File: src/rtl/ccq_pkg.sv
package ccq_pkg;

    localparam int QueueDepthDefault = 256;
    localparam int CodeW    = 8;
    localparam int ArgW     = 16;
    localparam int PayloadW = 64;
    localparam int EntryW   = CodeW + 2 * ArgW + PayloadW;

    localparam logic [CodeW-1:0] SetInEqReset    = 8'd1;
    localparam logic [CodeW-1:0] SetOutEqReset   = 8'd2;
    localparam logic [CodeW-1:0] ResetInEqReset  = 8'd3;
    localparam logic [CodeW-1:0] ResetOutEqReset = 8'd4;

    // Register addresses (word index)
    localparam logic [1:0] RegSetInEq    = 2'd0;
    localparam logic [1:0] RegSetOutEq   = 2'd1;
    localparam logic [1:0] RegResetInEq  = 2'd2;
    localparam logic [1:0] RegResetOutEq = 2'd3;

    localparam logic OpPush = 1'b0;
    localparam logic OpPop  = 1'b1;

    typedef enum logic [3:0] {
        S_IDLE,
        S_CLEAR,
        S_SCAN_RD,
        S_SCAN_EV,
        S_APPEND,
        S_POP_RD,
        S_POP_EV,
        S_DONE
    } t_state;

    typedef struct packed {
        logic clear_live;   // wipe one live bit at the scan pointer
        logic load_cmd;     // capture the input beat
        logic scan_start;   // zero the scan offset
        logic scan_next;    // advance the scan offset
        logic mem_read;     // read slot at head + offset
        logic evaluate;     // act on read data
        logic append;       // write the command at the tail
        logic pop_start;    // begin head skipping
        logic pop_read;     // read slot at head
        logic pop_eval;     // retire or deliver head slot
        logic out_load;     // present the result
    } t_ctrl;

    typedef struct packed {
        logic scan_end;     // offset reached occupancy
        logic pop_empty;    // occupancy is zero
        logic pop_hit;      // head slot is live
        logic clear_end;    // clearing pass finished
    } t_stat;

endpackage

File: src/rtl/ccq_ctrl.sv
module ccq_ctrl (
    input  logic           i_clk,
    input  logic           i_rst_n,
    input  logic           i_valid,
    input  logic           i_opcode,
    input  logic           i_out_busy,
    input  ccq_pkg::t_stat i_stat,
    output logic           o_ready,
    output ccq_pkg::t_ctrl o_ctrl
);
    import ccq_pkg::*;

    t_state r_state, n_state;

    // State register
    always_ff @(posedge i_clk) begin
        if (!i_rst_n) begin
            r_state <= S_CLEAR;
        end else begin
            r_state <= n_state;
        end
    end

    // Next state and commands
    always_comb begin
        n_state = r_state;
        o_ctrl  = '0;
        o_ready = 1'b0;
        case (r_state)
            S_CLEAR: begin
                o_ctrl.clear_live = 1'b1;
                o_ctrl.scan_next  = 1'b1;
                if (i_stat.clear_end) begin
                    n_state = S_IDLE;
                end
            end
            S_IDLE: begin
                o_ready = 1'b1;
                if (i_valid) begin
                    o_ctrl.load_cmd = 1'b1;
                    if (i_opcode == OpPush) begin
                        o_ctrl.scan_start = 1'b1;
                        n_state = S_SCAN_RD;
                    end else begin
                        o_ctrl.pop_start = 1'b1;
                        n_state = S_POP_RD;
                    end
                end
            end
            S_SCAN_RD: begin
                // Visit every occupied slot so that a reset cancels all it supersedes
                if (i_stat.scan_end) begin
                    n_state = S_APPEND;
                end else begin
                    o_ctrl.mem_read = 1'b1;
                    n_state = S_SCAN_EV;
                end
            end
            S_SCAN_EV: begin
                o_ctrl.evaluate  = 1'b1;
                o_ctrl.scan_next = 1'b1;
                n_state = S_SCAN_RD;
            end
            S_APPEND: begin
                o_ctrl.append = 1'b1;
                n_state = S_DONE;
            end
            S_POP_RD: begin
                if (i_stat.pop_empty) begin
                    n_state = S_DONE;
                end else begin
                    o_ctrl.pop_read = 1'b1;
                    n_state = S_POP_EV;
                end
            end
            S_POP_EV: begin
                o_ctrl.pop_eval = 1'b1;
                n_state = i_stat.pop_hit ? S_DONE : S_POP_RD;
            end
            S_DONE: begin
                if (!i_out_busy) begin
                    o_ctrl.out_load = 1'b1;
                    n_state = S_IDLE;
                end
            end
            default: n_state = S_IDLE;
        endcase
    end

endmodule

File: config.mk
export PLATFORM = sky130hd
export DESIGN_NAME = ccq_ctrl
export DESIGN_NICKNAME = d
export VERILOG_FILES = /design/src/rtl/ccq_pkg.sv /design/src/rtl/ccq_ctrl.sv
export SDC_FILE = /design/constraint.sdc
export NUM_CORES = 1
export LEC_CHECK = 0
export BUFFER_PORTS_ARGS = -buffer_cell sky130_fd_sc_hd__buf_2
export CAP_MARGIN = 20
export CELL_PAD_IN_SITES_DETAIL_PLACEMENT = 0
export CELL_PAD_IN_SITES_GLOBAL_PLACEMENT = 1
export CORE_AREA = 10 10 47 49
export CTS_CLUSTER_SIZE = 24
export DETAILED_ROUTE_END_ITERATION = 7
export DIE_AREA = 0 0 57 59
export PLACE_DENSITY_LB_ADDON = 0.15
export SYNTH_ARGS = -nofsm -noshare
export SYNTH_HDL_FRONTEND = slang
export SYNTH_SLANG_ARGS = --single-unit
File: constraint.sdc
create_clock -name i_clk -period 2.9 [get_ports i_clk]
set_input_delay 0.58 -clock i_clk [delete_from_list [all_inputs] [get_ports i_clk]]
set_output_delay 0.58 -clock i_clk [all_outputs]
set_load 0.005 [all_outputs]
After elaboration in Yosys (flattened, before gate mapping) --
Cells that the tools add are included.
Storage, ports and cells: flip-flop bits (word level) 4, latch bits 0, RAM bits 0, memory bits (read-only) 0, input port bits 9, output and inout port bits 12, word-level logic and storage cells 40, memories 0
Operators by class: $add $sub $neg 0, multiply operators 0, divide/modulo/power cells 0, magnitude comparators 0, equality and inequality tests 10, shift operators 0, muxes and demuxes 26, bitwise operators 0, reduce and logical (&&, ||, !) cells 3
Operators by type and width (count):
- $pmux W4 S8 | 1
- $mux W1 | 17
- $eq A4 B3 Y1 const B | 4
- $mux W4 | 3
- $eq A4 B2 Y1 const B | 2
- $mux W2 | 3
- $mux W3 | 2
- $ne A2 B2 Y1 const B | 3
- $eq A4 B1 Y1 const B | 1
- $logic_not A4 Y1 | 1
- $reduce_and A3 Y1 | 1
- $reduce_or A2 Y1 | 1

Depth between registers and ports, before layout --
Gate-level depths: netlist of run 1.
word-level depth 3, gate-level depth with buffers 5, gate-level depth less buffers 4

Worst setup path after synthesis of run 1 --
OpenSTA, ideal clock, no wires.
path kind flip-flop to output port, start point register r_state[0], end point output o_ctrl[8] in the netlist's numbering, data arrival time 901 ps, slack 1419 ps, cell stages (with the launch flop) 4, path buffers 0, cell sequence dfxtp_1 nor3_2 and2_1 nor2b_1
RTL lines:
- from (decl) | line ccq_ctrl.sv:13 | t_state r_state, n_state;
- from (signal assigned) | line ccq_ctrl.sv:20 | r_state <= n_state;
- to (decl) | line ccq_ctrl.sv:9 | output ccq_pkg::t_ctrl o_ctrl

==> results of run 1 <==
==> power by group through the flow <==
| stage | Sequential (uW) | Combinational (uW) | Clock (uW) |
|---|---|---|---|
| after global placement | 57.5 | 51.9 | 0 |
| after global routing | 58.0 | 57.3 | 77.5 |
| final | 56.5 | 50.6 | 69.8 |
| after detailed placement | 57.2 | 51.6 | 0 |
| after CTS | 56.8 | 51.8 | 73.6 |
| after floorplan | 49.0 | 40.6 | 0 |
==> logic make-up (layout without fill, tap and decap cells) <==
group	Yosys count	count (layout)	share of synthesized area [%]
simple gates	25	25	42.16
compound gates	13	13	27.18
buf+inv	8	29	13.94
flops	3	3	16.73
==> area by class of cell <==
type | count | area share, %
clock buffer | 4 | 5.497
multi-input combinational | 38 | 52.09
tap | 16 | 4.188
timing repair buffer | 21 | 22.51
sequential | 3 | 12.57
inverter | 4 | 3.141
==> Yosys cell counts <==
cell,count,area share [%]
nor2_1,2,2.1
nor3_1,3,4.2
o21ai_1,1,1.4
and3b_1,1,2.4
and3_1,2,3.5
buf_6,2,6.3
nor3_2,1,2.8
a21oi_1,4,5.6
o32ai_2,2,9.1
nand2_1,4,4.2
buf_2,1,1.4
nor2b_1,2,3.5
dfxtp_1,3,17
and2_1,2,3.5
and2b_1,2,4.2
nor3b_1,1,2.1
buf_4,1,2.1
nand3_2,1,2.8
o211ai_1,1,2.1
inv_1,4,4.2
nand2b_1,4,7.0
o31ai_2,1,3.5
o21ai_0,4,5.6
==> stage by stage <==
stage / std cells / cell area [um^2] / util [%]
2_1_floorplan: 49 / 359.1 / -
3_3_place_gp: 82 / 451.7 / 32.23
3_5_place_dp: 82 / 451.7 / 32.23
4_1_cts: 86 / 478.0 / 34.11
5_1_grt: 86 / 478.0 / 34.11
6_report: 86 / 478.0 / 34.11
==> cells in the final DEF (no fill, tap or decap), types with 3 or more instances in the layout <==
cell type | Yosys | layout
o21ai_0 | 4 | 4
clkbuf_4 | 0 | 3
dfxtp_1 | 3 | 3
nand2b_1 | 4 | 4
a21oi_1 | 4 | 4
inv_1 | 4 | 4
nand2_1 | 4 | 4
buf_2 | 1 | 20
nor3_1 | 3 | 3
==> final timing paths <==
| check | startpoint | end | slack (ns) | cells after the start |
|---|---|---|---|---|
| setup / recovery | r_state[0] | o_ctrl[8] | 0.94 | 4 |
| hold / removal | i_rst_n | r_state[0] | 0.57 | 2 |
| setup reg to reg | r_state[2] | r_state[1] | 1.61 | 4 |
| hold reg to reg | r_state[1] | r_state[2] | 0.73 | 4 |
==> routing by layer <==
metal,part of all wire [%],GRT usage (%),vias to the layer above
li1,-,-,209
met1,49,7.041,174
met2,42,8.837,15
met3,9.4,2.575,0
met4,0,3.020,0
met5,0,0,-
==> run metrics, run 1 <==
maximum vdd ir drop 0.1309 mV; Clock Power Share 39.5%; Layout Skew 0.0009301 ns; full die area 0.003363 mm^2; Layout Nets 80; initial antenna violation count 0; vias in the first global route 399; setup ws final between 0.9 and 1 ns; syn_nets 58; final count of hold timing violations 0; Mapped Cells slightly below 50; post-DP HPWL 798.1 um; sequential share of the synthesized area 16.72%; CTS resizes 0; family with the most delay on the worst path flip-flops; routed len/inst approximately 12 um; Worst-path clk slew 0.03 ns; Routed WL 998 um; Die W ~57 um; Num CTS Buffers 3; Clock Tree Buf Depth 2; Final Critical Period around 2 ns; Overflow after GRT 0; post-place setup slack around 1.2 ns; synthesis-to-finish area growth 33.10%; CP startpoint kind flip-flop; unrepaired setup endpoints after global routing false; Final Max Slew Viols 0; CTS sink cnt 3; biggest regs r_state (3); antenna-violating nets left 0; worst-path cell with the longest stage delay dfxtp_1; combinational power share between 20 and 30%; ant diodes 0; CTS tree yes; FF+latch count, synth 3; CTS hold repair buffers 0; Leakage ~0.00024 uW; DR iter-0 viols 8; Total Power 176.9 uW; CTS root buf clkbuf_4; max_slew headroom 65.79%; switching power approximately 53 uW; crit end category primary output; multi-input logic area ~250 um^2; PortBufs 20; WP buf/inv 1; sequential cell area 60.06 um^2; hold slack final 0.5677 ns; H-tree levels 1; Reg with most FFs r_state; I/O pin cnt 21; Vert. Die Dim 59 um; critical path cell sequence nor3_2 > and2_1 > nor2b_1 > buf_2; initial core utilization 25.62%; Setup Buffers After CTS 0; kind of critical path flip-flop to primary output; area of the core around 0.0014 mm^2; total number of vias 398; PwrDens 370.2 mW/mm^2; crit path max fanout 16; part of the cycle the worst path needs 67.49%; pin count of the biggest net entering global routing 17; number of flip-flops in the largest register 3; CP required 2.32 ns; Netlist cell types 23; sequential share of power a little under a third; Max-Cap Viols 0; CP peak stage delay between 0.6 and 0.7 ns; insertion delay to the later sink of the worst-skew pair 0.23 ns; # fillers 176; Global Route Usage Sum 5.931%; syn avg cell area 7.328 um^2; Worst Max-Slew Pin Slew ~0.5 ns; Cell Rows 14; DRC 0; routed vias/inst 4.628; Setup TNS Final 0 ns; Internal 123.7 uW; fmax 511.0 MHz; placer congestion estimate 0.7597; Final Setup Violations 0; hold crit path type input pin to flip-flop; outcome finished clean; Switching Fraction 30.11%; synthesized area 359.1 um^2; share of post-route cells with drive strength above 1 41.43%; global-route wire length before repair approximately 1700 um; crit path DAT 1.38 ns; drt first pass iters 4; yosys warns 0
Note: power is estimated with default switching activity, not from simulation.
==> inputs of run 2 (changes only) <==
- CORE_AREA: 10 10 47 49 -> unset
- CORE_MARGIN: unset -> 10
- CORE_UTILIZATION: unset -> 24
- DIE_AREA: 0 0 57 59 -> unset
- clock period: 2.9 -> 1.6 ns (I/O delays scaled with it)
==> run metrics, run 2 (synthesis results as in run 1) <==
Cell Rows 13 (was 14); Die W 58.68 um (was 57 um); Final Critical Period 1.517 ns; part of the cycle the worst path needs 94.84%; reg2reg end r_state[1] (unchanged); hold worst-path end r_state[0] (unchanged); final count of hold timing violations 0 (unchanged); Global Route Usage Sum 5.971% (was 5.931%); fmax roughly 660 MHz; setup ws final 0.08261 ns (was 0.9429 ns); Setup TNS Final 0 ns (unchanged); placer congestion estimate 0.7277 (was 0.7597); H-tree levels 1 (unchanged); initial core utilization 26.60% (was 25.62%); Layout Nets 83 (was 80); PwrDens 680.1 mW/mm^2 (was 370.2 mW/mm^2); vias in the first global route 406 (was 399); crit end category primary output (unchanged); commonest non-fill, non-tap cell in the layout buf_2 (unchanged); Worst Max-Slew Pin Slew 0.2834 ns (was 0.5125 ns); Num CTS Buffers 3 (unchanged); Clock Tree Buf Depth 2 (unchanged); DRC 0 (unchanged); Total Power 347.2 uW (was 176.9 uW); full die area 0.003443 mm^2 (was 0.003363 mm^2); routed len/inst 11.99 um (was 11.60 um); reg2reg path depth 5 (was 4); insertion delay to the later sink of the worst-skew pair 0.24 ns (was 0.23 ns); total number of vias 407 (was 398); DR iter-0 viols 8 (unchanged); Final Max Slew Viols 0 (unchanged); share of post-route cells with drive strength above 1 46.58% (was 41.43%); hold crit path type input pin to flip-flop (unchanged); CP startpoint kind flip-flop (unchanged); Setup Buffers After CTS 0 (unchanged); Overflow after GRT 0 (unchanged); # fillers 151 (was 176); CTS root buf clkbuf_4 (unchanged); maximum vdd ir drop 0.2761 mV (was 0.1309 mV); CTS sink cnt 3 (unchanged); Vert. Die Dim 58.68 um (was 59 um); outcome finished clean (unchanged); CTS hold repair buffers 0 (unchanged); Worst-path clk slew 0.04 ns (was 0.03 ns); area of the core 0.001350 mm^2 (was 0.001401 mm^2); ant diodes 0 (unchanged); global-route wire length before repair 1725 um (was 1718 um); unrepaired setup endpoints after global routing false (unchanged); pin count of the biggest net entering global routing 14 (was 17); drt first pass iters 4 (unchanged); Final Core Density 37.81% (was 34.11%); crit path max fanout 10 (was 16); CP required 1.28 ns (was 2.32 ns); post-DP HPWL 843 um (was 798.1 um); kind of critical path flip-flop to primary output (unchanged); post-place setup slack 0.2082 ns (was 1.162 ns); hold slack final 0.2985 ns (was 0.5677 ns); Routed WL 1055 um (was 998 um); Reg with most FFs r_state (unchanged); max_slew headroom 80.99% (was 65.79%); Leakage 0.0002545 uW (was 0.0002375 uW); routed vias/inst 4.625 (was 4.628); CTS tree yes (unchanged); HP Start i_rst_n (unchanged); FF-to-FF setup slack 0.36 ns (was 1.61 ns); crit path DAT 1.20 ns (was 1.38 ns); biggest regs r_state (3) (unchanged); Final Setup Violations 0 (unchanged); antenna-violating nets left 0 (unchanged); worst reg2reg startpoint r_state[2] (unchanged); number of flip-flops in the largest register 3 (unchanged); I/O pin cnt 21 (unchanged); PortBufs 20 (unchanged); Max-Cap Viols 0 (unchanged); synthesis-to-finish area growth 42.16% (was 33.10%); Layout Skew 0.0006729 ns (was 0.0009301 ns); Worst Hold Depth 2 (unchanged); initial antenna violation count 0 (unchanged)
==> run 2: cell count changes in the layout (fill, tap and decap cells not counted), sizes merged <==
| cell | change |
|---|---|
| buf | +3 |
==> run 2: worst max path at each step <==
stage                     startpoint   endpoint  slack [ns]  cells after the start
final                     r_state[2]  o_ctrl[8]        0.08                      4
after global routing      r_state[2]  o_ctrl[8]       0.007                      4
after CTS                 r_state[0]  o_ctrl[8]        0.01                      5
after detailed placement  r_state[1]  o_ctrl[8]        0.21                      4
after global placement    r_state[1]  o_ctrl[8]        0.17                      4
after floorplan           r_state[0]  o_ctrl[8]        0.38                      3
==> run 2: power breakdown <==
part           internal [uW]  switching [uW]
registers               80.5            10.9
clock network           93.9            45.5
logic                   59.9            56.6
==> run 2: layer usage <==
metal	wire [um]	global-route usage, %	up-vias
li1	-	-	215
met1	469	7.066	176
met2	424	8.194	16
met3	160	4.936	0
met4	0	0.9836	0
met5	0	0	-
==> run 2: layout make-up <==
type,count,area [um^2],share of cell area [%]
inverters,4,15.01,2.941
clock buffers,4,26.28,5.147
flip-flops and latches,3,65.06,12.75
repair buffers,24,130.1,25.49
multi-input cells,38,255.2,50.00
well taps,15,18.77,3.676
==> run 2: timing repair <==
item,in CTS,in global routing
pin swaps,0,1
hold endpoints to repair,0,0
endpoints found under the setup margin,3,1
resized for setup,2,2
==> run 2: worst max-delay path: stages, from the launching register on <==
cell,delay (ns)
dfxtp_2,0.38
nor3_4,0.20
and2_1,0.15
nor2b_1,0.11
buf_2,0.12
==> run 2: through the flow <==
| step | instance area [um^2] | cells |
|---|---|---|
| 6_report | 510.5 | 88 |
| 3_5_place_dp | 473.0 | 84 |
| 4_1_cts | 501.7 | 88 |
| 2_1_floorplan | 359.1 | 49 |
| 3_3_place_gp | 473.0 | 84 |
| 5_1_grt | 510.5 | 88 |
==> inputs of run 3 (changes only) <==
- BUFFER_PORTS_ARGS: -buffer_cell sky130_fd_sc_hd__buf_2 -> unset
- CORE_AREA: unset -> 10 10 47 49
- CORE_MARGIN: 10 -> unset
- CORE_UTILIZATION: 24 -> unset
- DIE_AREA: unset -> 0 0 57 59
- DONT_BUFFER_PORTS: unset -> 1
==> run metrics, run 3 (synthesis results as in run 1) <==
outcome finished clean (unchanged); Routed WL 1041 um (was 1055 um); global-route wire length before repair 1725 um (unchanged); CP Depth 3 (was 4); switching power 98.25 uW (was 113.0 uW); antenna-violating nets left 0 (unchanged); drt first pass iters 2 (was 4); Num CTS Buffers 3 (unchanged); share of post-route cells with drive strength above 1 26.92% (was 46.58%); placer congestion estimate 0.7728 (was 0.7277); Final Critical Period 1.505 ns (was 1.517 ns); combinational power share 28.7% (was 33.6%); Reg with most FFs r_state (unchanged); Overflow after GRT 0 (unchanged); max_slew headroom 82.02% (was 80.99%); family with the most delay on the worst path flip-flops (was simple AND/OR/NAND/NOR gates); kind of critical path flip-flop to primary output (unchanged); crit end category primary output (unchanged); number of flip-flops in the largest register 3 (unchanged); full die area 0.003363 mm^2 (was 0.003443 mm^2); CP startpoint kind flip-flop (unchanged); crit path max fanout 15 (was 10); Cell Rows 14 (was 13); setup ws final 0.09524 ns (was 0.08261 ns); synthesis-to-finish area growth 12.89% (was 42.16%); Die W 57 um (was 58.68 um); CTS tree yes (unchanged); Clock Power Share 42.6% (was 40.1%); routed vias/inst 5.029 (was 4.625); CP peak stage delay 0.37 ns (was 0.38 ns); Final Max Slew Viols 0 (unchanged); Internal 216.7 uW (was 234.2 uW); PwrDens 777.0 mW/mm^2 (was 680.1 mW/mm^2); Setup TNS Final 0 ns (unchanged); I/O pin cnt 21 (unchanged); DRC 0 (unchanged); Final Core Density 28.93% (was 37.81%); WP buf/inv 1 (unchanged); post-DP HPWL 848.8 um (was 843 um); PortBufs 0 (was 20); Switching Fraction 31.19% (was 32.54%); Worst Hold Depth 1 (was 2); final count of hold timing violations 0 (unchanged); area of the core 0.001401 mm^2 (was 0.001350 mm^2); Final Setup Violations 0 (unchanged); # fillers 168 (was 151); reg2reg path depth 5 (unchanged); initial core utilization 25.62% (was 26.60%); Global Route Usage Sum 6.742% (was 5.971%); most frequent cells in the layout nand2b_1, nand2_1, inv_1, o21ai_0, a21oi_1; Layout Nets 62 (was 83); routed len/inst 15.31 um (was 11.99 um); post-place setup slack 0.2433 ns (was 0.2082 ns); worst-path cell with the longest stage delay dfxtp_1 (was dfxtp_2); maximum vdd ir drop 0.2885 mV (was 0.2761 mV); fmax 664.6 MHz (was 659.0 MHz); sequential share of power 28.6% (was 26.3%); part of the cycle the worst path needs 94.05% (was 94.84%); unrepaired setup endpoints after global routing false (unchanged); Layout Skew 0.003698 ns (was 0.0006729 ns); DR iter-0 viols 1 (was 8); pin count of the biggest net entering global routing 16 (was 14); critical path cell sequence buf_4 > and2b_1 > and2_1 (was nor3_4 > and2_1 > nor2b_1 > buf_2); insertion delay to the later sink of the worst-skew pair 0.23 ns (was 0.24 ns); vias in the first global route 372 (was 406); Total Power 315.0 uW (was 347.2 uW); Clock Tree Buf Depth 2 (unchanged); biggest regs r_state (3) (unchanged); H-tree levels 1 (unchanged); CTS root buf clkbuf_4 (unchanged); Worst-path clk slew 0.03 ns (was 0.04 ns); hold crit path type input pin to flip-flop (unchanged); crit path DAT 1.18 ns (was 1.20 ns); Max-Cap Viols 0 (unchanged); Vert. Die Dim 59 um (was 58.68 um); Worst Max-Slew Pin Slew 0.2691 ns (was 0.2834 ns); CP required 1.28 ns (about the same); CTS sink cnt 3 (unchanged); ant diodes 0 (unchanged); initial antenna violation count 0 (unchanged); Leakage 0.0001588 uW (was 0.0002545 uW); total number of vias 342 (was 407)
-- run 3: path summary, 6_finish.rpt --
path,end,from,slack (ns)
worst min-delay path,r_state[0],i_rst_n,0.18
worst min register to register,r_state[2],r_state[1],0.68
worst max register to register,r_state[1],r_state[2],0.37
worst max-delay path,o_ctrl[5],r_state[0],0.1
-- run 3: routing by layer --
metal	vias to the layer above	track usage (%)	wire [um]	share of wire, %
met1	149	6.057	404	39
li1	174	-	-	-
met5	-	0	0	0
met4	0	7.047	25	2.4
met3	2	4.936	161	15
met2	17	9.457	449	43
-- run 3: power by group through the flow --
stage          Clock (uW)  Combinational (uW)  Sequential [uW]
3_5_place_dp            0                87.7             89.3
2_1_floorplan           0                73.6             88.8
3_3_place_gp            0                87.9             89.0
5_1_grt               148                 102             91.4
6_report              134                90.5             90.2
4_1_cts               140                89.7             90.2
-- run 3: through the flow --
| step | hold WS, ns | std cells | cell area (um^2) |
|---|---|---|---|
| 3_5_place_dp | 0.4160 | 64 | 366.6 |
| 2_1_floorplan | 0.4089 | 49 | 359.1 |
| 6_report | 0.1802 | 68 | 405.4 |
| 5_1_grt | 0.1680 | 68 | 405.4 |
| 3_3_place_gp | 0.4237 | 64 | 366.6 |
| 4_1_cts | 0.1710 | 68 | 399.1 |
-- run 3: layout make-up --
cell class | instances | area, um^2 | area share, %
multi-input combinational | 38 | 260.3 | 64.20
sequential | 3 | 61.31 | 15.12
clock buffer | 4 | 26.28 | 6.481
timing repair buffer | 3 | 22.52 | 5.556
tap | 16 | 20.02 | 4.938
inverter | 4 | 15.01 | 3.704
-- run 3: repair_timing --
action | CTS | global route
gates resized for setup | 1 | 3
pin swaps | 0 | 1
hold buffers | 0 | 0
setup buffers | 0 | 0
endpoints found under the setup margin | 1 | 3
